### src/design/bnd_pkg.sv
// ----------------------------------------------------------------------------
// bnd_pkg
// Shared types and constants for the gray8-to-gray4 threshold dither packer.
// ----------------------------------------------------------------------------
`default_nettype none

package bnd_pkg;

  // Default mask edge length (mask is MASK_EDGE x MASK_EDGE entries).
  localparam int unsigned MASK_EDGE_DEF  = 64;
  // Largest tile width honored; wider settings clamp to this.
  localparam int unsigned MAX_TILE_WIDTH = 4096;

  localparam int unsigned TW_W   = 13;   // tile_width register
  localparam int unsigned ORG_W  = 16;   // origin registers
  localparam int unsigned COL_W  = 12;   // column counter
  localparam int unsigned CFG_AW = 4;    // byte address of three 32-bit registers
  localparam int unsigned CFG_DW = 32;

  // Register indexes on the configuration port.
  localparam logic [1:0] REG_TILE_WIDTH    = 2'd0;
  localparam logic [1:0] REG_ORIGIN_COLUMN = 2'd1;
  localparam logic [1:0] REG_ORIGIN_ROW    = 2'd2;

  // Item function codes.
  localparam logic FUNC_LOAD  = 1'b0;
  localparam logic FUNC_PIXEL = 1'b1;

  // gray / 17 as (gray * 241) >> 12, exact for 8-bit gray.
  localparam int unsigned GRAY_STEP        = 17;
  localparam int unsigned GRAY_RECIP       = 241;
  localparam int unsigned GRAY_RECIP_SHIFT = 12;

  typedef struct packed {
    logic       func;
    logic [7:0] pixel_gray;
    logic [11:0] mask_address;
    logic [7:0] mask_threshold;
    logic       tile_last;
  } in_item_t;

  typedef struct packed {
    logic [7:0] packed_byte;
    logic       byte_last;
  } out_item_t;

  // Pixel state carried from the address stage to the pack stage.
  typedef struct packed {
    logic       odd;
    logic       last;
    logic [3:0] base;
    logic [4:0] rem;
  } pix_t;

endpackage

`default_nettype wire

### src/design/bnd_pack.sv
// ----------------------------------------------------------------------------
// bnd_pack
// Threshold compare on the mask read data, nibble packing and output register.
// ----------------------------------------------------------------------------
`default_nettype none

module bnd_pack (
  input  wire logic               clk,
  input  wire logic               rst_n,
  input  wire logic               s1_valid,
  input  wire bnd_pkg::pix_t      s1,
  input  wire logic [7:0]         thr,
  input  wire logic               out_stall,
  output logic                    out_valid,
  output bnd_pkg::out_item_t      out_item,
  output logic                    advance
);

  logic                out_valid_r, out_valid_nxt;
  bnd_pkg::out_item_t  out_item_r, out_item_nxt;
  logic [3:0]          held_r, held_nxt;
  logic                fire;
  logic [12:0]         thr_sc;
  logic [12:0]         rem_sc;
  logic [3:0]          level;

  assign advance = !(out_valid_r && out_stall);
  assign fire    = s1_valid && advance;

  // Level steps up when threshold*17 < remainder*256.
  assign thr_sc = 13'(thr) * 13'(bnd_pkg::GRAY_STEP);
  assign rem_sc = {s1.rem, 8'b0};
  assign level  = s1.base + 4'(thr_sc < rem_sc);

  always_comb begin
    out_valid_nxt = out_valid_r;
    out_item_nxt  = out_item_r;
    held_nxt      = held_r;
    if (advance) begin
      out_valid_nxt = 1'b0;
    end
    if (fire) begin
      if (s1.odd) begin
        out_valid_nxt          = 1'b1;
        out_item_nxt.packed_byte = {held_r, level};
        out_item_nxt.byte_last = s1.last;
        held_nxt               = '0;
      end else if (s1.last) begin
        out_valid_nxt          = 1'b1;
        out_item_nxt.packed_byte = {level, 4'b0};
        out_item_nxt.byte_last = 1'b1;
      end else begin
        held_nxt = level;
      end
    end
  end

  always_ff @(posedge clk) begin
    if (!rst_n) begin
      out_valid_r <= 1'b0;
      held_r      <= '0;
    end else begin
      out_valid_r <= out_valid_nxt;
      held_r      <= held_nxt;
    end
  end

  always_ff @(posedge clk) begin
    out_item_r <= out_item_nxt;
  end

  assign out_valid = out_valid_r;
  assign out_item  = out_item_r;

  a_odd_emits: assert property (@(posedge clk) disable iff (!rst_n)
    fire && s1.odd |=> out_valid_r)
    else $error("odd pixel produced no byte");

  a_even_holds: assert property (@(posedge clk) disable iff (!rst_n)
    fire && !s1.odd && !s1.last |=> !out_valid_r)
    else $error("even pixel produced a byte");

endmodule

`default_nettype wire

### config.mk
export PLATFORM = sky130hd
export DESIGN_NAME = bnd_pack
export DESIGN_NICKNAME = d
export VERILOG_FILES = /design/src/design/bnd_pkg.sv /design/src/design/bnd_pack.sv
export SDC_FILE = /design/constraint.sdc
export NUM_CORES = 1
export LEC_CHECK = 0
export ABC_AREA = 1
export BUFFER_PORTS_ARGS = -buffer_cell sky130_fd_sc_hd__clkbuf_2
export CAP_MARGIN = 20
export CORE_UTILIZATION = 48
export CTS_CLUSTER_SIZE = 12
export DETAILED_ROUTE_END_ITERATION = 8
export GPL_ROUTABILITY_DRIVEN = 0
export GPL_TIMING_DRIVEN = 1
export PLACE_DENSITY = 0.85
export SYNTH_ARGS = -nofsm -noshare
export SYNTH_HDL_FRONTEND = slang
export SYNTH_SLANG_ARGS = --single-unit
### constraint.sdc
create_clock -name clk -period 3.5 [get_ports clk]
set_input_delay 0.175 -clock clk [delete_from_list [all_inputs] [get_ports clk]]
set_output_delay 0.175 -clock clk [all_outputs]
set_load 0.02 [all_outputs]
==> flow_metrics.py <==
metrics = {
    "synthesis": {
        "ys_ff_latch": 14,
        "syn_inst": 119,
        "ys_async_sr_fraction_pct": 0,
        "synthXorXnorAreaFrac_pct": 1.832,
        "synth.area.mux_share_pct": 0,
        "yosysTopAreaCell": "edfxtp_1",
        "synthAdderAreaFrac_pct": 15.71,
        "synth_top_area_share_pct": 28.27,
        "synth_warnings": 0,
        "synthFlopType": "edfxtp_1",
        "synth_seq_area_share_pct": 38.74,
        "synth_common_cells": "nand2_1, inv_1, ha_1, nor2_1, edfxtp_1",
        "synth-simple-area-share_pct": 22.51,
        "synth_area_um2": 955.9,
        "synth-edff-count": 9,
        "syn_nets": 154,
        "synth_most_common_cell": "nand2_1",
        "ys_types": 20,
        "synth-compound-area-share_pct": 12.43,
        "synthTopCellsByArea": "edfxtp_1, ha_1, nand2_1",
        "synth_top_family_by_area": "simple AND/OR/NAND/NOR gates",
        "syn_avg_cell_area_um2": 8.033,
    },
    "sta": {
        "max_freq_mhz": 369.9,
        "fin_tns_setup_ns": 0,
        "post-route-min-period_ns": 2.703,
        "worst_clock_skew_ns": 0.005663,
        "slew_violations": 0,
        "rsz0062_at_grt": "false",
        "fin_crit_sh_pct": 77.24,
        "tightest_slew_ns": 0.8899,
        "slew_headroom_pct": 40.68,
        "hold_viol": 0,
        "layout_setup_ws_ns": 0.7966,
        "holdWs_ns": 0.1628,
        "setup_viol": 0,
    },
    "outcome": {
        "outcome": "finished, final reports clean",
    },
    "critical_path": {
        "reg2reg_to": "out_item[2]",
        "path_class": "input port to flip-flop",
        "r2r_start": "out_valid",
        "cp_max_fo": 3,
        "cp-end-kind": "flip-flop",
        "r2r_slack_ns": 1.92,
        "rr_worst_depth": 3,
        "startpoint_type": "input port",
        "cp.arrival_ns": 2.73,
        "crit_required_ns": 3.53,
    },
    "min_path": {
        "min_to": "out_valid",
        "min_path_type": "input port to flip-flop",
        "hold_depth": 2,
        "hp-start": "rst_n",
    },
    "die": {
        "core_area_mm2": 0.001802,
        "die_y_um": 46.63,
        "die_x_um": 46.63,
        "num_rows": 15,
        "num_io_pins": 34,
        "initial_core_util_pct": 53.06,
        "die_area_mm2": 0.002174,
    },
    "finish": {
        "nets": 191,
        "drive_gt1_share_pct": 29.03,
        "post-route-cell-area_mm2": 0.001177,
        "syn_to_final_growth_pct": 23.17,
        "antenna_cells": 0,
    },
    "drt": {
        "first_pass_iters": 4,
        "drt-total-wl_um": 1914,
        "drc": 0,
        "drt-wirelength-per-cell_um": 10.63,
        "num_vias": 905,
        "ant_nets": 0,
        "via_per_inst": 5.028,
        "drt_iter0_drc": 32,
    },
    "pwr": {
        "power.density_mw_per_mm2": 368.8,
        "p_leak_nw": 0.6415,
        "vdd_drop_max_v": 0.0001536,
    },
    "placement": {
        "hpwl_um": 1594,
        "placedInstanceArea_mm2": 0.001141,
        "pre_cts_ws_ns": 0.5302,
        "io_buffers": 33,
    },
    "global_route": {
        "grt_overflow": 0,
        "grt_pass1_vias": 731,
        "grt_usage_pct": 19.48,
        "grt_max_degree": 11,
        "grt_pass1_wl_um": 2911,
        "antenna_found_initial": 0,
    },
    "cts": {
        "cts.sinks": 14,
        "path_clk_slew_ns": 0.09,
        "hold_buffers": 0,
        "root_buffer": "clkbuf_4",
        "clkLatencyLatePin_ns": 0.28,
        "cts-htree-levels": 1,
        "cts.repair.resized": 0,
        "cts_buffers": 3,
        "cts_buffer_depth": 2,
        "post_cts_buffers": 0,
        "cts_tree": "built",
    },
    "run": {
        "max-cap-violations": 0,
    },
}
==> placed cells by master, fill, tap and decap left out <==
cell type   n
o21ai_1     5
a21oi_4     1
o211ai_1    1
nand2_2     4
o21a_1      1
ha_1       12
o21ai_0     1
o21ai_2     1
inv_1      17
nand2_1    32
a21oi_1     8
a21oi_2     1
nor2_1     12
nand3_1     5
dfxtp_1     5
clkbuf_8    1
edfxtp_1    9
xnor2_1     1
inv_6       1
clkbuf_2   33
clkbuf_4    3
xor2_1      1
==> how the worst max path moves through the flow <==
| stage | from | to | cells past startpoint |
|---|---|---|---|
| after floorplan | thr[3] | out_item[7] | 17 |
| after global placement | thr[7] | out_item[6] | 17 |
| after detailed placement | thr[7] | out_item[8] | 18 |
| after CTS | thr[7] | out_item[8] | 18 |
| after global routing | thr[7] | out_item[8] | 18 |
| final | thr[7] | out_item[8] | 18 |
==> worst max-delay path, cell delays in order <==
cell and delay (ns):
clkbuf_2 0.10, ha_1 0.27, ha_1 0.35, a21oi_2 0.20, o21ai_2 0.09, nand2_1 0.08
nand2_2 0.06, nand2_2 0.06, nor2_1 0.04, ha_1 0.28, a21oi_1 0.14, o21ai_0 0.10
a21oi_1 0.16, ha_1 0.20, nand3_1 0.11, xnor2_1 0.15, nand2_1 0.09, nand2_1 0.07
==> report_power, final <==
group | switching (mW) | internal [mW] | leakage (nW)
registers | 0.00438 | 0.192 | 0.128
clock network | 0.0518 | 0.0633 | 0.0210
logic | 0.0758 | 0.0469 | 0.492
total | 0.132 | 0.302 | 0.641
==> stage by stage <==
stage | instances | power [mW] | utilization [%]
after floorplan | 119 | 0.2826 | -
after global placement | 176 | 0.3142 | 63.33
after detailed placement | 176 | 0.3215 | 63.33
after CTS | 180 | 0.4334 | 65.35
after global routing | 180 | 0.4571 | 65.35
final | 180 | 0.4342 | 65.35
==> state kept, by name (all words and copies together), names as in the netlist <==
| signal | count |
|---|---|
| held_r | 4 |
| out_item | 9 |
| out_valid | 1 |
==> layer usage <==
metal	routed length [µm]	share of wire [%]	track usage (%)	vias to the layer above
met4	27	1.4	8.571	0
met1	747	39	22.06	404
met3	114	6.0	2.745	4
met5	0	0	0	-
met2	1024	54	35.56	37
li1	-	-	-	460
==> logic make-up (layout without fill, tap and decap cells) <==
kind of cell | Yosys count | after routing
buffers and inverters | 19 | 55
AO/OA/AOI/OAI | 19 | 19
XOR/XNOR | 2 | 2
flip-flops | 14 | 14
AND/OR/NAND/NOR | 53 | 53
adder cells (fa/ha/maj) | 12 | 12
==> cell type report <==
class                   count  area [µm²]
inverters                  18       72.57
fillers                   153       624.3
well taps                  25       31.28
clock buffers               4       36.28
repair buffers             33       165.2
multi-input cells          86       501.7
flip-flops and latches     14       370.4
Power figures use the tool's default switching activity.
