===== config.mk =====
export PLATFORM = sky130hd
export DESIGN_NAME = bnd_cfg
export DESIGN_NICKNAME = d
export VERILOG_FILES = /design/src/design/bnd_pkg.sv /design/src/design/bnd_cfg.sv
export SDC_FILE = /design/constraint.sdc
export NUM_CORES = 1
export LEC_CHECK = 0
export BUFFER_PORTS_ARGS = -buffer_cell sky130_fd_sc_hd__buf_2
export CAP_MARGIN = 15
export CORE_MARGIN = 4
export CORE_UTILIZATION = 47
export DETAILED_ROUTE_END_ITERATION = 8
export PLACE_DENSITY = 0.86
export SYNTH_ARGS = -nofsm -noshare
export SYNTH_HDL_FRONTEND = slang
export SYNTH_SLANG_ARGS = --single-unit

===== constraint.sdc =====
create_clock -name clk -period 1.5 [get_ports clk]
set_input_delay 0.075 -clock clk [delete_from_list [all_inputs] [get_ports clk]]
set_output_delay 0.075 -clock clk [all_outputs]
set_load 0.005 [all_outputs]

===== src/design/bnd_pkg.sv =====
// ----------------------------------------------------------------------------
// bnd_pkg
// Shared types and constants for the gray8-to-gray4 threshold dither packer.
// ----------------------------------------------------------------------------
`default_nettype none

package bnd_pkg;

  // Default mask edge length (mask is MASK_EDGE x MASK_EDGE entries).
  localparam int unsigned MASK_EDGE_DEF  = 64;
  // Largest tile width honored; wider settings clamp to this.
  localparam int unsigned MAX_TILE_WIDTH = 4096;

  localparam int unsigned TW_W   = 13;   // tile_width register
  localparam int unsigned ORG_W  = 16;   // origin registers
  localparam int unsigned COL_W  = 12;   // column counter
  localparam int unsigned CFG_AW = 4;    // byte address of three 32-bit registers
  localparam int unsigned CFG_DW = 32;

  // Register indexes on the configuration port.
  localparam logic [1:0] REG_TILE_WIDTH    = 2'd0;
  localparam logic [1:0] REG_ORIGIN_COLUMN = 2'd1;
  localparam logic [1:0] REG_ORIGIN_ROW    = 2'd2;

  // Item function codes.
  localparam logic FUNC_LOAD  = 1'b0;
  localparam logic FUNC_PIXEL = 1'b1;

  // gray / 17 as (gray * 241) >> 12, exact for 8-bit gray.
  localparam int unsigned GRAY_STEP        = 17;
  localparam int unsigned GRAY_RECIP       = 241;
  localparam int unsigned GRAY_RECIP_SHIFT = 12;

  typedef struct packed {
    logic       func;
    logic [7:0] pixel_gray;
    logic [11:0] mask_address;
    logic [7:0] mask_threshold;
    logic       tile_last;
  } in_item_t;

  typedef struct packed {
    logic [7:0] packed_byte;
    logic       byte_last;
  } out_item_t;

  // Pixel state carried from the address stage to the pack stage.
  typedef struct packed {
    logic       odd;
    logic       last;
    logic [3:0] base;
    logic [4:0] rem;
  } pix_t;

endpackage

`default_nettype wire


===== src/design/bnd_cfg.sv =====
// ----------------------------------------------------------------------------
// bnd_cfg
// APB-style register file; folds each origin onto the mask phase when written.
// ----------------------------------------------------------------------------
`default_nettype none

module bnd_cfg #(
  parameter int unsigned MASK_EDGE = bnd_pkg::MASK_EDGE_DEF,
  localparam int unsigned DIM_W    = $clog2(MASK_EDGE)
) (
  input  wire logic                        clk,
  input  wire logic                        rst_n,
  input  wire logic                        psel,
  input  wire logic                        penable,
  input  wire logic                        pwrite,
  input  wire logic [bnd_pkg::CFG_AW-1:0]  paddr,
  input  wire logic [bnd_pkg::CFG_DW-1:0]  pwdata,
  output logic      [bnd_pkg::CFG_DW-1:0]  prdata,
  output logic                             pready,
  output logic      [bnd_pkg::TW_W-1:0]    tile_width,
  output logic      [DIM_W-1:0]            oc_mod,
  output logic      [DIM_W-1:0]            or_mod
);

  // Reciprocal for the remainder of a 16-bit value by MASK_EDGE.
  localparam int unsigned RECIP = ((32'd1 << 24) + MASK_EDGE - 1) / MASK_EDGE;
  // Bias that makes the signed origin non-negative, folded back afterward.
  localparam int unsigned OFFS  = 32768 % MASK_EDGE;

  logic [bnd_pkg::TW_W-1:0]         tile_width_r;
  logic signed [bnd_pkg::ORG_W-1:0] origin_column_r;
  logic signed [bnd_pkg::ORG_W-1:0] origin_row_r;
  logic [DIM_W-1:0]                 oc_mod_r;
  logic [DIM_W-1:0]                 or_mod_r;
  logic                             wr_en;
  logic [1:0]                       reg_idx;
  logic [DIM_W-1:0]                 wdata_mod;

  // True non-negative modulo of a signed 16-bit value.
  function automatic logic [DIM_W-1:0] wrap_org(input logic [15:0] v);
    logic [15:0] u;
    logic [39:0] prod;
    logic [15:0] q;
    logic [24:0] qd;
    logic [15:0] r;
    logic [15:0] w;
    u    = {~v[15], v[14:0]};
    prod = 40'(u) * 40'(RECIP);
    q    = prod[39:24];
    qd   = 25'(q) * 25'(MASK_EDGE);
    r    = u - qd[15:0];
    if (r >= 16'(OFFS)) begin
      w = r - 16'(OFFS);
    end else begin
      w = r + 16'(MASK_EDGE) - 16'(OFFS);
    end
    return w[DIM_W-1:0];
  endfunction

  assign wr_en     = psel && penable && pwrite;
  assign reg_idx   = paddr[bnd_pkg::CFG_AW-1:2];
  assign wdata_mod = wrap_org(pwdata[15:0]);

  always_ff @(posedge clk) begin
    if (!rst_n) begin
      tile_width_r    <= bnd_pkg::TW_W'(1);
      origin_column_r <= '0;
      origin_row_r    <= '0;
      oc_mod_r        <= '0;
      or_mod_r        <= '0;
    end else if (wr_en) begin
      case (reg_idx)
        bnd_pkg::REG_TILE_WIDTH: begin
          tile_width_r <= pwdata[bnd_pkg::TW_W-1:0];
        end
        bnd_pkg::REG_ORIGIN_COLUMN: begin
          origin_column_r <= pwdata[bnd_pkg::ORG_W-1:0];
          oc_mod_r        <= wdata_mod;
        end
        bnd_pkg::REG_ORIGIN_ROW: begin
          origin_row_r <= pwdata[bnd_pkg::ORG_W-1:0];
          or_mod_r     <= wdata_mod;
        end
        default: begin
        end
      endcase
    end
  end

  always_comb begin
    case (reg_idx)
      bnd_pkg::REG_TILE_WIDTH:    prdata = bnd_pkg::CFG_DW'(tile_width_r);
      bnd_pkg::REG_ORIGIN_COLUMN: prdata = {{16{origin_column_r[15]}}, origin_column_r};
      bnd_pkg::REG_ORIGIN_ROW:    prdata = {{16{origin_row_r[15]}}, origin_row_r};
      default:                    prdata = '0;
    endcase
  end

  assign pready     = 1'b1;
  assign tile_width = tile_width_r;
  assign oc_mod     = oc_mod_r;
  assign or_mod     = or_mod_r;

endmodule

`default_nettype wire


==> results.py, run 1 <==
metrics = {
    "run": {
        "maxCapViolCount": 0,
    },
    "route": {
        "drt_wl_total_um": 4880,
        "ant_nets": 0,
        "routedWlPerCell_um": 14.0,
        "via_count": 1750,
        "drc": 0,
        "viasPerCell": 5.01,
        "drtIter0Drc": 70,
        "dr.pass1.iters": 4,
    },
    "cells_and_area": {
        "final_cell_mix": "79 x buf_2, 73 x nand2_1, 57 x mux2i_1",
        "nets": 337,
        "diodes": 0,
        "final_common_cell": "buf_2",
        "seq_area_um2": 901,
        "final_design_area_no_fill_um2": 2550,
        "area_growth_pct": 13.7,
        "multi_input_area_um2": 1010,
        "drive_gt1_share_pct": 33.3,
        "fillers": 410,
    },
    "synth": {
        "syn_avg_cell_area_um2": 9.02,
        "ys_seq_elements": 45,
        "netlist-cell-type-count": 18,
        "ys_seq_area_share_pct": 40.1,
        "synth_fp_nets": 290,
        "yosys.area.top_type": "dfxtp_1",
        "syn_area_um2": 2250,
        "synth_cells": 249,
        "synth_area_leaders": "dfxtp_1 40%, mux2i_1 25%, nand2_1 12%",
        "ys_warn_count": 0,
        "yosysTopAreaCellShare_pct": 40.1,
    },
    "place": {
        "gp_congestion": 0.734,
        "placed_area_um2": 2450,
        "dp_hpwl_um": 3540,
        "io_buffer_count": 79,
    },
    "worst_setup_path": {
        "slowest_stage": "a22o_1",
        "crit_path_cell_trace": "a22o_1 > buf_2",
        "worst_ep_arrival_time_ns": 1.19,
        "crit_required_ns": 1.42,
        "critPathTopFamily": "compound AO/OA/AOI/OAI gates",
        "crit_path_start_kind": "flip-flop",
        "crit_type": "reg2out",
        "slowest_delay_ns": 0.36,
        "cp_max_fo": 17,
        "crit_buf_inv": 1,
        "setup.worst_path.end_class": "primary output",
    },
    "global_route": {
        "grt_pass1_vias": 1784,
        "grt_max_degree": 62,
        "antenna_found_initial": 0,
        "grt_pass1_wl_um": 8230,
        "overflow": 0,
        "track_usage_pct": 16.8,
    },
    "floorplan": {
        "dieArea_um2": 5950,
        "fp.dieH_um": 77.1,
        "core_area_um2": 4500,
        "io-pin-count": 99,
        "die_w_um": 77.1,
        "start_util_pct": 49.9,
        "num_rows": 24,
    },
    "power": {
        "p_leak_nw": 1.25,
        "power_density_nw_per_um2": 865,
        "ir_drop_mv": 0.542,
    },
    "sta": {
        "final-hold-violation-count": 0,
        "skew_ns": 0,
        "drv_slew": 0,
        "period_minus_slack_ns": 1.26,
        "finalSetupViolCount": 0,
        "max_freq_mhz": 792,
        "rsz0062_at_grt": "no",
        "period_share_pct": 84.2,
        "setup_tns_ns": 0,
    },
    "clock_tree": {
        "clockBufferDepth": 2,
        "cts_resized": 0,
        "cts_buffers": 5,
        "htree_levels": 2,
        "clk_latency_ns": 0.28,
        "clk_pin_slew_ns": 0.08,
        "postCtsSetupBuffers": 0,
        "cts_tree": "yes",
        "clkSinkCount": 45,
        "hold_buffers": 0,
        "root_buffer": "clkbuf_8",
    },
    "min_path": {
        "hold_path_class": "in2reg",
    },
    "run_status": {
        "status": "complete, no violations",
    },
}
[final timing paths]
check                            from                   to  slack (ns)  depth (start not counted)
hold / removal             pwdata[14]     origin_row_r[14]        0.05                          3
hold reg to reg   origin_column_r[11]  origin_column_r[11]        0.46                          2
setup reg to reg        tile_width[6]        tile_width[6]        0.85                          2
setup / recovery  origin_column_r[15]           prdata[27]        0.24                          2
[cell usage after synthesis]
cell type  number
nand2_1        73
mux2i_1        57
dfxtp_1        45
buf_4          30
o21ai_1        13
clkbuf_1        9
buf_2           4
buf_6           4
a22o_1          3
nor2b_1         2
nor3b_1         2
buf_12          1
conb_1          1
inv_1           1
nand3_1         1
o211ai_1        1
o31ai_1         1
or3_4           1
[area by class of cell]
cell class                      instances  share of cell area, %
Timing Repair Buffer                   88                   18.6
Clock inverter                          1                  0.196
Clock buffer                            7                   3.77
Multi-Input combinational cell        155                   39.5
Inverter                                1                  0.147
Tap cell                               52                   2.55
Sequential cell                        45                   35.3
[report_power, final]
| part | switching, mW | total (mW) | internal [mW] |
|---|---|---|---|
| logic | 0.110 | 0.191 | 0.0809 |
| registers | 0.0100 | 1.22 | 1.21 |
| clock network | 0.383 | 0.800 | 0.416 |
[tightest hold or removal path: cells and delay by family]
kind                   cells  cell delay (ns)
buffers and inverters      1             0.09
and+or+nand+nor            1             0.07
muxes                      1             0.06
[stage by stage]
stage | std cells | hold slack [ns] | util (%) | total power [mW] | worst slack, ns
6_report | 349 | 0.0546 | 56.7 | 2.21 | 0.237
5_1_grt | 349 | 0.0586 | 56.7 | 2.29 | 0.107
4_1_cts | 349 | 0.0476 | 56.7 | 2.23 | 0.209
3_5_place_dp | 341 | 0.364 | 54.5 | 1.44 | 0.237
3_3_place_gp | 341 | 0.355 | 54.5 | 1.44 | 0.278
2_1_floorplan | 249 | 0.239 | - | 1.38 | 0.303
[sequential cells by signal (all words and copies together) (netlist names)]
register         cells
origin_column_r     16
origin_row_r        16
tile_width          13
[logic make-up (layout without fill, tap and decap cells)]
family	Yosys count	after routing	synth area share (%)
buffers and inverters	49	97	15.5
and+or+nand+nor	79	79	14.1
muxes	57	57	25.4
AOI/OAI and AO/OA	18	18	4.73
DFF	45	45	40.1
other	1	1	0.167
[metal layers]
| metal | share of wire (%) | GRT usage, % | vias up | wire length [um] |
|---|---|---|---|---|
| li1 | - | - | 880 | - |
| met1 | 46 | 21.3 | 799 | 2240 |
| met2 | 47 | 27.9 | 67 | 2310 |
| met3 | 6.3 | 4.92 | 4 | 308 |
| met4 | 0.51 | 4.63 | 0 | 25 |
| met5 | 0 | 0 | - | 0 |
Power figures use the tool's default switching activity.
==> run 2: changes to the inputs <==
Settings changed: CORE_UTILIZATION 47 to 43, PLACE_DENSITY 0.86 to 0.83.
Clock period 1.5 ns to 1.1 ns, I/O delays scaled along.
==> run 2 against run 1 <==
The flow now finishes with violations (negative setup slack). Clock skew unchanged. Sequential power up 36%. Register-to-register slack worse by 0.42 ns. Sequential share of layout area down 1.3 points. Setup slack worse by 0.26 ns. Worst hold slack worse by 0.030 ns. Via count up 6.1%. Cell count up 8.0%.
==> results.py, run 2 (synthesis results as in run 1) <==
metrics = {
    "run_status": {
        "status": "complete, but fails checks",
        "violations": "negative setup slack",
    },
    "place": {
        "dp_slack_ns": -0.0725,
        "placed_area_um2": 2520,
        "dp_hpwl_um": 3660,
        "dp.cells": 365,
        "gp_congestion": 0.730,
        "io_buffer_count": 79,
    },
    "worst_setup_path": {
        "cp_max_fo": 8,
        "crit_path_start_kind": "flip-flop",
        "worstReg2RegEnd": "tile_width[8]",
        "crit_path_cell_trace": "a22o_4 > buf_2",
        "crit_required_ns": 1.04,
        "crit_type": "reg2out",
        "r2r_start": "tile_width[8]",
        "ff2ff_path_depth": 3,
        "r2r_slack_ns": 0.43,
        "worst_ep_arrival_time_ns": 1.07,
        "slowest_delay_ns": 0.35,
        "slowest_stage": "dfxtp_2",
        "setup.worst_path.end_class": "primary output",
    },
    "clock_tree": {
        "root_buffer": "clkbuf_8",
        "clockBufferDepth": 2,
        "clk_pin_slew_ns": 0.08,
        "cts_buffers": 5,
        "htree_levels": 2,
        "cts_tree": "yes",
        "clkSinkCount": 45,
        "hold_buffers": 0,
        "clk_latency_ns": 0.29,
    },
    "power": {
        "p_leak_nw": 1.33,
        "power_mw": 3.07,
        "p_int_mw": 2.35,
        "power_density_nw_per_um2": 1130,
        "clockPowerShare_pct": 36.2,
        "power_switching_mw": 0.719,
        "ir_drop_mv": 0.622,
        "power_frac_seq_pct": 54.2,
        "combPwrFrac_pct": 9.5,
        "swShare_pct": 23.4,
    },
    "sta": {
        "period_share_pct": 102,
        "period_minus_slack_ns": 1.12,
        "setup_tns_ns": -0.226,
        "hold_slack_ns": 0.0242,
        "finalSetupViolCount": 17,
        "drv_slew": 0,
        "skew_ns": 0,
        "max_freq_mhz": 890,
        "layout_setup_ws_ns": -0.0232,
        "rsz0062_at_grt": "yes",
        "final-hold-violation-count": 0,
    },
    "cells_and_area": {
        "drive_gt1_share_pct": 41.7,
        "diodes": 0,
        "final_design_area_no_fill_um2": 2720,
        "final_common_cell": "buf_2",
        "stdcell_count": 377,
        "final_cell_mix": "76 x buf_2, 73 x nand2_1, 57 x mux2i_1",
        "final_util_pct": 53.6,
        "nets": 347,
        "area_growth_pct": 21.0,
    },
    "route": {
        "routedWlPerCell_um": 13.8,
        "drc": 0,
        "drt_wl_total_um": 5190,
        "viasPerCell": 4.92,
        "dr.pass1.iters": 5,
        "ant_nets": 0,
        "via_count": 1856,
        "drtIter0Drc": 75,
    },
    "floorplan": {
        "start_util_pct": 44.3,
        "num_rows": 26,
        "dieArea_um2": 6450,
        "core_area_um2": 5070,
        "fp.dieH_um": 80.3,
        "die_w_um": 80.3,
        "io-pin-count": 99,
    },
    "global_route": {
        "antenna_found_initial": 0,
        "grt_max_degree": 62,
        "grt_pass1_wl_um": 7840,
        "track_usage_pct": 15.4,
        "overflow": 0,
        "grt_pass1_vias": 1656,
    },
    "run": {
        "maxCapViolCount": 0,
    },
    "min_path": {
        "hold_path_class": "in2reg",
        "hold_start": "pwdata[13]",
        "whs_endpoint": "origin_row_r[13]",
        "hold_path_depth": 3,
    },
}
[run 2: cell types whose count changed in the layout (fill, tap and decap cells not counted), sizes merged]
cell  change
a22o      +1
buf       +9
[run 2: critical path, delay by kind of cell (launching register included)]
kind            cells  cell delay [ns]
compound gates      1             0.29
buf+inv             1             0.13
flops               1             0.35
[run 2: power groups by stage]
| stage | Combinational (mW) | Sequential (mW) | Clock (mW) |
|---|---|---|---|
| 2_1_floorplan | 0.177 | 1.70 | 0 |
| 3_3_place_gp | 0.274 | 1.70 | 0 |
| 3_5_place_dp | 0.282 | 1.70 | 0 |
| 4_1_cts | 0.285 | 1.66 | 1.14 |
| 5_1_grt | 0.321 | 1.67 | 1.20 |
| 6_report | 0.292 | 1.66 | 1.11 |
[run 2: area by class of cell]
class                           count  area (um2)
Clock buffer                        7        96.3
Timing Repair Buffer               97         562
Tap cell                           70        87.6
Clock inverter                      1        5.00
Sequential cell                    45         922
Fill cell                         486        2360
Inverter                            1        3.75
Multi-Input combinational cell    156        1040
[run 2: how the worst max path moves through the flow]
stage	start	end	slack, ns	cells past startpoint
floorplan	paddr[3]	tile_width[10]	0.07	5
global placement	paddr[3]	prdata[8]	-0.06	6
detailed placement	paddr[3]	prdata[8]	-0.07	6
CTS	origin_row_r[15]	prdata[21]	-0.02	2
global route	origin_row_r[15]	prdata[26]	-0.05	2
finish	origin_row_r[15]	prdata[26]	-0.02	2
[run 2: per-layer routing]
metal / vias to the layer above / routed length [um] / GRT usage (%)
li1: 907 / - / -
met1: 875 / 2240 / 19.8
met2: 68 / 2500 / 25.4
met3: 6 / 399 / 3.81
met4: 0 / 56 / 4.73
met5: - / 0 / 0
[run 2: timing repair]
action / 4_1_cts / 5_1_grt
pin swaps: 0 / 3
endpoints found under the setup margin: 26 / 28
gates cloned: 0 / 1
resized for setup: 5 / 19
buffers inserted: 0 / 3
