### src/design/bnd_pkg.sv
// ----------------------------------------------------------------------------
// bnd_pkg
// Shared types and constants for the gray8-to-gray4 threshold dither packer.
// ----------------------------------------------------------------------------
`default_nettype none

package bnd_pkg;

  // Default mask edge length (mask is MASK_EDGE x MASK_EDGE entries).
  localparam int unsigned MASK_EDGE_DEF  = 64;
  // Largest tile width honored; wider settings clamp to this.
  localparam int unsigned MAX_TILE_WIDTH = 4096;

  localparam int unsigned TW_W   = 13;   // tile_width register
  localparam int unsigned ORG_W  = 16;   // origin registers
  localparam int unsigned COL_W  = 12;   // column counter
  localparam int unsigned CFG_AW = 4;    // byte address of three 32-bit registers
  localparam int unsigned CFG_DW = 32;

  // Register indexes on the configuration port.
  localparam logic [1:0] REG_TILE_WIDTH    = 2'd0;
  localparam logic [1:0] REG_ORIGIN_COLUMN = 2'd1;
  localparam logic [1:0] REG_ORIGIN_ROW    = 2'd2;

  // Item function codes.
  localparam logic FUNC_LOAD  = 1'b0;
  localparam logic FUNC_PIXEL = 1'b1;

  // gray / 17 as (gray * 241) >> 12, exact for 8-bit gray.
  localparam int unsigned GRAY_STEP        = 17;
  localparam int unsigned GRAY_RECIP       = 241;
  localparam int unsigned GRAY_RECIP_SHIFT = 12;

  typedef struct packed {
    logic       func;
    logic [7:0] pixel_gray;
    logic [11:0] mask_address;
    logic [7:0] mask_threshold;
    logic       tile_last;
  } in_item_t;

  typedef struct packed {
    logic [7:0] packed_byte;
    logic       byte_last;
  } out_item_t;

  // Pixel state carried from the address stage to the pack stage.
  typedef struct packed {
    logic       odd;
    logic       last;
    logic [3:0] base;
    logic [4:0] rem;
  } pix_t;

endpackage

`default_nettype wire

### src/design/bnd_addr.sv
// ----------------------------------------------------------------------------
// bnd_addr
// Tile position counters, mask address generation and the mask memory port.
// ----------------------------------------------------------------------------
`default_nettype none

module bnd_addr #(
  parameter int unsigned MASK_EDGE = bnd_pkg::MASK_EDGE_DEF,
  localparam int unsigned DIM_W    = $clog2(MASK_EDGE),
  localparam int unsigned ADDR_W   = $clog2(MASK_EDGE * MASK_EDGE)
) (
  input  wire logic                     clk,
  input  wire logic                     rst_n,
  input  wire logic                     in_acc,
  input  wire bnd_pkg::in_item_t        in_item,
  input  wire logic                     advance,
  input  wire logic [bnd_pkg::TW_W-1:0] tile_width,
  input  wire logic [DIM_W-1:0]         oc_mod,
  input  wire logic [DIM_W-1:0]         or_mod,
  output logic                          ram_we,
  output logic                          ram_re,
  output logic      [ADDR_W-1:0]        ram_addr,
  output logic      [7:0]               ram_wdata,
  output logic                          s1_valid,
  output bnd_pkg::pix_t                 s1
);

  localparam int unsigned ENTRIES = MASK_EDGE * MASK_EDGE;
  localparam int unsigned MAXW    = (bnd_pkg::MAX_TILE_WIDTH < 8191) ?
                                    bnd_pkg::MAX_TILE_WIDTH : 8191;
  localparam logic [DIM_W:0]    DIM_V    = (DIM_W + 1)'(MASK_EDGE);
  localparam logic [DIM_W-1:0]  DIM_LAST = DIM_W'(MASK_EDGE - 1);
  localparam logic [ADDR_W-1:0] DIM_A    = ADDR_W'(MASK_EDGE);

  logic [bnd_pkg::COL_W-1:0] col_r, col_nxt;
  logic [DIM_W-1:0]          col_ph_r, col_ph_nxt;
  logic [DIM_W-1:0]          row_r, row_nxt;
  logic                      odd_r, odd_nxt;
  logic                      s1_valid_r, s1_valid_nxt;
  bnd_pkg::pix_t             s1_r, s1_nxt;

  logic                      pix_acc;
  logic                      load_acc;
  logic                      load_ok;
  logic [DIM_W:0]            mx_sum, my_sum;
  logic [DIM_W-1:0]          mx, my;
  logic [ADDR_W-1:0]         rd_addr;
  logic [bnd_pkg::TW_W-1:0]  tw_eff;
  logic [bnd_pkg::COL_W:0]   colp1;
  logic                      wrap_row;
  logic [DIM_W:0]            col_ph_p1, row_p1;
  logic [DIM_W-1:0]          col_ph_inc, row_inc;
  logic [15:0]               gray_prod;
  logic [3:0]                base;
  logic [7:0]                rem8;

  assign pix_acc  = in_acc && (in_item.func == bnd_pkg::FUNC_PIXEL);
  assign load_acc = in_acc && (in_item.func == bnd_pkg::FUNC_LOAD);
  assign load_ok  = 32'(in_item.mask_address) < ENTRIES;

  // Mask coordinates: origin phase plus position, each below MASK_EDGE.
  assign mx_sum  = {1'b0, oc_mod} + {1'b0, col_ph_r};
  assign my_sum  = {1'b0, or_mod} + {1'b0, row_r};
  assign mx      = (mx_sum >= DIM_V) ? DIM_W'(mx_sum - DIM_V) : DIM_W'(mx_sum);
  assign my      = (my_sum >= DIM_V) ? DIM_W'(my_sum - DIM_V) : DIM_W'(my_sum);
  assign rd_addr = ADDR_W'(ADDR_W'(my) * DIM_A) + ADDR_W'(mx);

  assign ram_we    = load_acc && load_ok;
  assign ram_re    = pix_acc;
  assign ram_addr  = load_acc ? ADDR_W'(in_item.mask_address) : rd_addr;
  assign ram_wdata = in_item.mask_threshold;

  always_comb begin
    if (tile_width == '0) begin
      tw_eff = bnd_pkg::TW_W'(1);
    end else if (32'(tile_width) > MAXW) begin
      tw_eff = bnd_pkg::TW_W'(MAXW);
    end else begin
      tw_eff = tile_width;
    end
  end

  assign colp1      = {1'b0, col_r} + (bnd_pkg::COL_W + 1)'(1);
  assign wrap_row   = colp1 >= tw_eff;
  assign col_ph_p1  = {1'b0, col_ph_r} + (DIM_W + 1)'(1);
  assign row_p1     = {1'b0, row_r} + (DIM_W + 1)'(1);
  assign col_ph_inc = (col_ph_p1 == DIM_V) ? '0 : DIM_W'(col_ph_p1);
  assign row_inc    = (row_p1 == DIM_V) ? '0 : DIM_W'(row_p1);

  // Split gray into base level and remainder of the step.
  assign gray_prod = 16'(in_item.pixel_gray) * 16'(bnd_pkg::GRAY_RECIP);
  assign base      = gray_prod[15:bnd_pkg::GRAY_RECIP_SHIFT];
  assign rem8      = in_item.pixel_gray - 8'(8'(base) * 8'(bnd_pkg::GRAY_STEP));

  always_comb begin
    col_nxt    = col_r;
    col_ph_nxt = col_ph_r;
    row_nxt    = row_r;
    odd_nxt    = odd_r;
    if (pix_acc) begin
      if (in_item.tile_last) begin
        col_nxt    = '0;
        col_ph_nxt = '0;
        row_nxt    = '0;
        odd_nxt    = 1'b0;
      end else begin
        odd_nxt = !odd_r;
        if (wrap_row) begin
          col_nxt    = '0;
          col_ph_nxt = '0;
          row_nxt    = row_inc;
        end else begin
          col_nxt    = colp1[bnd_pkg::COL_W-1:0];
          col_ph_nxt = colp1[bnd_pkg::COL_W] ? '0 : col_ph_inc;
        end
      end
    end
  end

  always_comb begin
    s1_valid_nxt = s1_valid_r;
    s1_nxt       = s1_r;
    if (advance) begin
      s1_valid_nxt = pix_acc;
    end
    if (pix_acc) begin
      s1_nxt.odd  = odd_r;
      s1_nxt.last = in_item.tile_last;
      s1_nxt.base = base;
      s1_nxt.rem  = rem8[4:0];
    end
  end

  always_ff @(posedge clk) begin
    if (!rst_n) begin
      col_r      <= '0;
      col_ph_r   <= '0;
      row_r      <= '0;
      odd_r      <= 1'b0;
      s1_valid_r <= 1'b0;
    end else begin
      col_r      <= col_nxt;
      col_ph_r   <= col_ph_nxt;
      row_r      <= row_nxt;
      odd_r      <= odd_nxt;
      s1_valid_r <= s1_valid_nxt;
    end
  end

  always_ff @(posedge clk) begin
    s1_r <= s1_nxt;
  end

  assign s1_valid = s1_valid_r;
  assign s1       = s1_r;

  a_port_one_op: assert property (@(posedge clk) disable iff (!rst_n)
    !(ram_we && ram_re))
    else $error("mask write and read in the same cycle");

  a_tile_end_clears: assert property (@(posedge clk) disable iff (!rst_n)
    pix_acc && in_item.tile_last |=> (col_r == '0) && (row_r == '0) && !odd_r)
    else $error("position not cleared after last pixel");

  a_phase_range: assert property (@(posedge clk) disable iff (!rst_n)
    (col_ph_r <= DIM_LAST) && (row_r <= DIM_LAST))
    else $error("mask phase out of range");

endmodule

`default_nettype wire

### config.mk
export PLATFORM = sky130hd
export DESIGN_NAME = bnd_addr
export DESIGN_NICKNAME = d
export VERILOG_FILES = /design/src/design/bnd_pkg.sv /design/src/design/bnd_addr.sv
export SDC_FILE = /design/constraint.sdc
export NUM_CORES = 1
export LEC_CHECK = 0
export BUFFER_PORTS_ARGS = -buffer_cell sky130_fd_sc_hd__buf_4
export CAP_MARGIN = 10
export CORE_MARGIN = 2
export CORE_UTILIZATION = 46
export DETAILED_ROUTE_END_ITERATION = 8
export GPL_ROUTABILITY_DRIVEN = 0
export PLACE_DENSITY = 0.71
export SYNTH_ARGS = -nofsm -noshare
export SYNTH_HDL_FRONTEND = slang
export SYNTH_SLANG_ARGS = --single-unit
export TNS_END_PERCENT = 30
### constraint.sdc
create_clock -name clk -period 6.1 [get_ports clk]
set_input_delay 0.305 -clock clk [delete_from_list [all_inputs] [get_ports clk]]
set_output_delay 0.305 -clock clk [all_outputs]
set_load 0.02 [all_outputs]
==> Implementation_results.wiki, run 1 <==
{| class="wikitable"
! Metric !! Value
|-
| Outcome || finished, final reports clean
|-
| Crit start category || primary input
|-
| Number of nets still failing antenna checks after routing || 0
|-
| Xor/xnor cell area share of the yosys netlist || 7.74%
|-
| Largest driver fanout on the critical path || 5
|-
| Iteration-0 DRC Markers || 106
|-
| Mean number of vias per cell || 5.43
|-
| Number of nets in the layout || 631
|-
| Worst vdd rail ir drop || 0.302 mV
|-
| Highest-delay cell along the critical path || sky130_fd_sc_hd__fa_1
|-
| Post-synth top area cell || sky130_fd_sc_hd__ha_1
|-
| Cell types with the largest area share after synthesis || sky130_fd_sc_hd__ha_1, sky130_fd_sc_hd__dfxtp_1, sky130_fd_sc_hd__fa_1
|-
| Root Driver || sky130_fd_sc_hd__clkbuf_8
|-
| Share of final-layout standard cells stronger than drive strength 1 || 18.6%
|-
| DIE AREA || 8860 sq um
|-
| Clock slew seen by the registers of the worst setup and hold paths || 0.08 ns
|-
| Post-Syn Area per Cell || 8.67 sq um
|-
| Req. time, crit path || just over 6 ns
|-
| Final TNS setup || 0 ns
|-
| Pleak || between 0.002 and 0.0025 uW
|-
| Cell row count || 32
|-
| Insertion delay to the later sink of the worst-skew pair || around 0.29 ns
|-
| DP Wirelength || approximately 6400 um
|-
| Main combinational cell family by area after synthesis || adder cells
|-
| Gate Count Post-Synth || ~430
|-
| Number of warnings reported in the yosys synthesis log || 0
|-
| Count of input and output buffers || 76
|-
| Adder-cell area share of the yosys netlist || a little under a third
|-
| Minimum period implied by the final worst setup slack || roughly 5.3 ns
|-
| Number of buffers on the longest clock path || 2
|-
| Antenna violations before repair || 0
|-
| DRC violations left || 0
|-
| Max_cap viols || 0
|-
| Avg WL per Cell || 13.6 um
|-
| Final hold viol count || 0
|-
| Die outline width || 94.1 um
|-
| Clock sink total || 37
|-
| Utilization of the core after routing || 56.8%
|-
| Routed wire length || 8090 um
|-
| Maximum number of pins on one net before global-route repair || 31
|-
| Tightest slew margin relative to the limit || 57.5%
|-
| Vias in the first global route || ~3.1k
|-
| I/O Pins || 93
|-
| Clock skew || 0.00769 ns
|-
| Synth-to-Final Area Change || 18.7%
|-
| Setup repair after global routing missed its margin || false
|-
| Endpoint class of the critical path || flop
|-
| Via count || 3237
|-
| Hold bufs inserted after CTS || 0
|-
| Largest stage delay on the critical path || 0.53 ns
|-
| Min-Delay Path Class || primary input to flop
|-
| Power per unit of standard cell area || 254 nW/um^2
|-
| Diode count || 0
|-
| Core area || ~7800 sq um
|-
| Cell Area, Placed || around 4300 sq um
|-
| Pins over their slew limit || 0
|-
| Synth cell types || 49
|-
| Critical path cell sequence || buf_4 -> inv_1 -> fa_1 -> fa_1 -> inv_1 -> ha_1 -> ha_1 -> ha_1 -> a21oi_1 -> o21ai_1 -> a221oi_1 -> xnor2_1 -> ha_1 -> fa_1 -> inv_1 -> fa_1 -> a211oi_1 -> xnor2_1 -> xnor2_1
|-
| Number of post-CTS setup repair buffers || 0
|-
| CTS H-tree lvls || 2
|-
| Data arrival time of the worst path || around 5.3 ns
|-
| Maximum operating frequency || roughly 0.19 GHz
|-
| Number of nets in the synthesized netlist || 569
|-
| Final critical-path share of the clock period || 86.9%
|-
| Detailed-routing iteration count for the pre-antenna-repair pass || 4
|-
| Height of the die || 94.1 um
|-
| Portion of netlist area occupied by mux cells || 0.268%
|-
| Initial standard-cell utilization of the core || 47.9%
|-
| Grt ovf || 0
|-
| CTS Buf Count || 5
|-
| Quantity of gates resized following cts || 0
|-
| Compound-Gate Fraction of Synth Area || 13.8%
|-
| Synth top area share || 20.4%
|-
| Sequential cell area fraction in the yosys report || between 20 and 25%
|-
| Final setup viols || 0
|-
| TritonCTS clock tree || done
|-
| Worst-margin pin slew || 0.637 ns
|-
| Syn Std Cell Area || 3740 sq um
|-
| Total routing resource utilization after global routing || approximately a fifth
|-
| Finished layout cell area || roughly 4400 sq um
|-
| Global-route wire length before repair || 13800 um
|-
| Start-to-end type of the worst setup path || primary input to flop
|-
| Number of flip-flops and latches in the synthesized netlist || 37
|-
| Synthesized-area fraction occupied by and/or/nand/nor cells || 18.1%
|}
-- flip-flops by register name (all words and copies together), names as in the netlist --
register	flops
col_r	12
s1	11
col_ph_r	6
row_r	6
odd_r	1
s1_valid	1
-- layout by cell type, fill, tap and decap left out, types with 5 or more instances in the layout --
master	netlist	routed
sky130_fd_sc_hd__buf_4	8	78
sky130_fd_sc_hd__ha_1	61	61
sky130_fd_sc_hd__nand2_1	49	49
sky130_fd_sc_hd__inv_1	36	36
sky130_fd_sc_hd__a21oi_1	30	30
sky130_fd_sc_hd__dfxtp_1	26	26
sky130_fd_sc_hd__xnor2_1	23	23
sky130_fd_sc_hd__nor2_1	23	23
sky130_fd_sc_hd__nand3_1	21	21
sky130_fd_sc_hd__fa_1	18	18
sky130_fd_sc_hd__edfxtp_1	11	11
sky130_fd_sc_hd__xor2_1	10	10
sky130_fd_sc_hd__a21o_1	9	9
sky130_fd_sc_hd__or3_1	8	8
sky130_fd_sc_hd__o22ai_1	8	8
sky130_fd_sc_hd__o21ai_0	7	7
sky130_fd_sc_hd__a31oi_1	6	6
sky130_fd_sc_hd__nand4_1	6	6
sky130_fd_sc_hd__o21ai_1	5	5
sky130_fd_sc_hd__clkbuf_8	0	5
-- synth_stat cells, drive strengths merged --
library cell  number
edfxtp            11
a21oi             30
o211ai             3
nor2              24
nand4              7
clkbuf            10
o21ai             12
buf               13
a21o               9
a211oi             3
or4b               2
nand2b             3
fa                18
o31ai              2
a31oi              6
xnor2             23
xor2              10
or3                8
dfxtp             26
and4               2
o22ai              8
o21a               1
nand3b             4
o311ai             4
mux2i              1
nand2             49
o21bai             2
and2               1
nor3               5
inv               39
and3               4
nor4               2
ha                61
a22oi              1
nand3             22
a221oi             1
o2111ai            1
o41ai              1
clkinv             1
nor2b              1
-- power breakdown --
part           internal (uW)  switching, uW
sequential               315           12.7
clock                    121           90.6
combinational            269            320
-- routing by layer --
layer	global-route usage, %	up-vias	part of all wire (%)
li1	-	1629	-
met1	23.8	1515	45
met2	34.0	82	48
met3	3.53	11	5.0
met4	6.28	0	1.8
met5	0	-	0
-- critical path, delay by kind of cell --
kind	cells	cell delay (ns)
XOR/XNOR	3	0.52
AO/OA/AOI/OAI	4	1.01
adder cells (fa/ha/maj)	8	3.05
buffers and inverters	4	0.44
-- path summary, 6_finish.rpt --
kind / start / to / slack (ns) / cells past startpoint
worst max-delay path: in_item[23] / s1[4] / 0.80 / 19
worst min-delay path: advance / s1_valid / 0.27 / 3
worst max register to register: col_r[0] / col_r[11] / 2.44 / 13
worst min register to register: odd_r / s1[10] / 0.46 / 0
-- metrics by stage --
step,std cells,worst slack (ns),power [uW],hold WS (ns)
floorplan,431,0.958,757,0.404
global placement,588,0.612,901,0.437
detailed placement,588,0.464,921,0.444
CTS,596,0.774,1140,0.260
global route,596,0.504,1230,0.257
finish,596,0.799,1130,0.271
-- cell families after synthesis --
| kind of cell | after synthesis |
|---|---|
| simple gates | 134 |
| compound gates | 84 |
| fa+ha+maj | 79 |
| buf+inv | 63 |
| flops | 37 |
| xor+xnor | 33 |
| mux | 1 |
-- layout make-up --
class | instances | area, sq um
Fill cell | 734 | 3370
Multi-Input combinational cell | 331 | 2610
Sequential cell | 37 | 851
Timing Repair Buffer | 78 | 586
Inverter | 40 | 150
Tap cell | 102 | 128
Clock buffer | 6 | 72.6
Clock inverter | 2 | 33.8
No activity file was read; power rests on OpenSTA's default activity.
==> inputs of run 2 (changes only) <==
--- a/config.mk
+++ b/config.mk
@@ -9,6 +9,7 @@
 export CAP_MARGIN = 10
 export CORE_MARGIN = 2
 export CORE_UTILIZATION = 46
+export CTS_BUF_LIST = sky130_fd_sc_hd__clkbuf_2
 export DETAILED_ROUTE_END_ITERATION = 8
 export GPL_ROUTABILITY_DRIVEN = 0
 export PLACE_DENSITY = 0.71
==> run 2 against run 1 <==
  * Sequential share of layout area rose by 0.19 points
  * Cell area decreased by 0.96%
  * Cell count did not move
  * Critical path depth did not move
  * Clock power decreased by 27%
  * Sequential cell count is the same
  * Non-clock buffer count stayed put
  * Highest routed layer unchanged
==> Implementation_results.wiki, run 2 (same netlist as run 1, synthesis figures left out) <==
{| class="wikitable"
! Metric !! Value
|-
| Outcome || finished, final reports clean (unchanged)
|-
| Global-route wire length before repair || 13800 um (about the same)
|-
| Power per unit of standard cell area || 245 nW/um^2 (was 254 nW/um^2)
|-
| Grt ovf || 0 (unchanged)
|-
| Final TNS setup || 0 ns (unchanged)
|-
| Worst hold slack after final layout || 0.149 ns (was 0.271 ns)
|-
| Worst vdd rail ir drop || 0.296 mV (was 0.302 mV)
|-
| Total routing resource utilization after global routing || 19.1% (was 19.4%)
|-
| Max_cap viols || 0 (unchanged)
|-
| CTS H-tree lvls || 2 (unchanged)
|-
| Height of the die || 94.1 um (unchanged)
|-
| Number of nets in the layout || 631 (unchanged)
|-
| Avg WL per Cell || 13.5 um (was 13.6 um)
|-
| Tightest slew margin relative to the limit || 57.4% (was 57.5%)
|-
| Pins over their slew limit || 0 (unchanged)
|-
| DP Wirelength || 6400 um (unchanged)
|-
| DIE AREA || 8860 sq um (unchanged)
|-
| Cell row count || 32 (unchanged)
|-
| Data arrival time of the worst path || 5.35 ns (was 5.34 ns)
|-
| Minimum period implied by the final worst setup slack || 5.17 ns (was 5.30 ns)
|-
| Largest register FFs || 12 (unchanged)
|-
| Initial standard-cell utilization of the core || 47.9% (unchanged)
|-
| Diode count || 0 (unchanged)
|-
| I/O Pins || 93 (unchanged)
|-
| Clock sink total || 37 (unchanged)
|-
| Final hold viol count || 0 (unchanged)
|-
| Most common library cell in the layout ignoring fill and taps || sky130_fd_sc_hd__buf_4 (unchanged)
|-
| Die outline width || 94.1 um (unchanged)
|-
| Insertion delay to the later sink of the worst-skew pair || 0.40 ns (was 0.29 ns)
|-
| Antenna violations before repair || 0 (unchanged)
|-
| Endpoint class of the critical path || flop (unchanged)
|-
| Number of buffers on the longest clock path || 2 (unchanged)
|-
| Largest driver fanout on the critical path || 5 (unchanged)
|-
| Worst-margin pin slew || 0.639 ns (was 0.637 ns)
|-
| Vias in the first global route || 3115 (was 3124)
|-
| Crit start category || primary input (unchanged)
|-
| Mean number of vias per cell || 5.40 (was 5.43)
|-
| Synth-to-Final Area Change || 17.5% (was 18.7%)
|-
| Min-Delay Path Class || primary input to flop (unchanged)
|-
| Maximum number of pins on one net before global-route repair || 31 (unchanged)
|-
| Clock skew || 0.0216 ns (was 0.00769 ns)
|-
| Via count || 3221 (was 3237)
|-
| Detailed-routing iteration count for the pre-antenna-repair pass || 4 (unchanged)
|-
| Start-to-end type of the worst setup path || primary input to flop (unchanged)
|-
| Pleak || 0.00207 uW (was 0.00209 uW)
|-
| Setup slack after placement || 0.464 ns (unchanged)
|-
| Final setup viols || 0 (unchanged)
|-
| Final WS setup || 0.927 ns (was 0.799 ns)
|-
| Number of nets still failing antenna checks after routing || 0 (unchanged)
|-
| DRC violations left || 0 (unchanged)
|-
| Iteration-0 DRC Markers || 122 (was 106)
|-
| Core area || 7810 sq um (unchanged)
|-
| Hold bufs inserted after CTS || 0 (unchanged)
|-
| Count of input and output buffers || 76 (unchanged)
|-
| Number of post-CTS setup repair buffers || 0 (unchanged)
|-
| TritonCTS clock tree || done (unchanged)
|-
| Commonest cells after routing, fill and taps aside || sky130_fd_sc_hd__buf_4, sky130_fd_sc_hd__ha_1, sky130_fd_sc_hd__nand2_1 (unchanged)
|-
| Maximum operating frequency || 0.193 GHz (was 0.189 GHz)
|-
| CTS Buf Count || 5 (unchanged)
|-
| Final critical-path share of the clock period || 84.8% (was 86.9%)
|-
| Setup repair after global routing missed its margin || false (unchanged)
|-
| Register bank with the most flops || col_r (unchanged)
|-
| Req. time, crit path || 6.27 ns (was 6.14 ns)
|-
| Root Driver || sky130_fd_sc_hd__clkbuf_2 (was sky130_fd_sc_hd__clkbuf_8)
|-
| Routed wire length || 8070 um (was 8090 um)
|-
| Clock slew seen by the registers of the worst setup and hold paths || 0.19 ns (was 0.08 ns)
|-
| Share of final-layout standard cells stronger than drive strength 1 || 18.8% (was 18.6%)
|-
| Quantity of gates resized following cts || 0 (unchanged)
|}
## run 2: path summary, 6_finish.rpt
| path | start | end | slack [ns] | cells after the start |
|---|---|---|---|---|
| setup / recovery | in_item[23] | s1[4] | 0.93 | 19 |
| hold / removal | in_item[0] | s1[9] | 0.15 | 1 |
| setup reg to reg | col_r[0] | col_r[11] | 2.47 | 13 |
| hold reg to reg | odd_r | s1[10] | 0.49 | 0 |
## run 2: worst max-delay path: stages
cell                       delay (ns)
sky130_fd_sc_hd__buf_4           0.14
sky130_fd_sc_hd__inv_1           0.19
sky130_fd_sc_hd__fa_1            0.48
sky130_fd_sc_hd__fa_1            0.53
sky130_fd_sc_hd__inv_1           0.04
sky130_fd_sc_hd__ha_1            0.28
sky130_fd_sc_hd__ha_1            0.29
sky130_fd_sc_hd__ha_1            0.31
sky130_fd_sc_hd__a21oi_1         0.12
sky130_fd_sc_hd__o21ai_1         0.09
sky130_fd_sc_hd__a221oi_1        0.49
sky130_fd_sc_hd__xnor2_1         0.26
sky130_fd_sc_hd__ha_1            0.26
sky130_fd_sc_hd__fa_1            0.48
sky130_fd_sc_hd__inv_1           0.07
sky130_fd_sc_hd__fa_1            0.43
sky130_fd_sc_hd__a211oi_1        0.32
sky130_fd_sc_hd__xnor2_1         0.18
sky130_fd_sc_hd__xnor2_1         0.09
## run 2: cell type report
type / count / area, sq um
multi-input cells: 331 / 2610
inverters: 40 / 150
clock buffers: 6 / 30.0
clock inverters: 2 / 33.8
flip-flops and latches: 37 / 851
well taps: 102 / 128
repair buffers: 78 / 586
fillers: 739 / 3420
## run 2: report_power, final
part,switching (uW),internal [uW]
logic,322,271
clock network,85.3,69.9
registers,13.1,315
## run 2: layer usage
layer	routed length, um	track usage, %	share of wire [%]	up-vias
met5	0	0	0	-
met4	81	4.35	1.0	0
met1	3600	24.0	45	1489
met3	459	3.45	5.7	7
li1	-	-	-	1628
met2	3930	34.0	49	97
## run 2: stage by stage
stage	util, %	area [sq um]	std cells	total power (uW)
after global placement	55.4	4330	588	901
after detailed placement	55.4	4330	588	921
final	56.3	4390	596	1080
after CTS	56.3	4390	596	1080
after global routing	56.3	4390	596	1170
after floorplan	-	3740	431	757
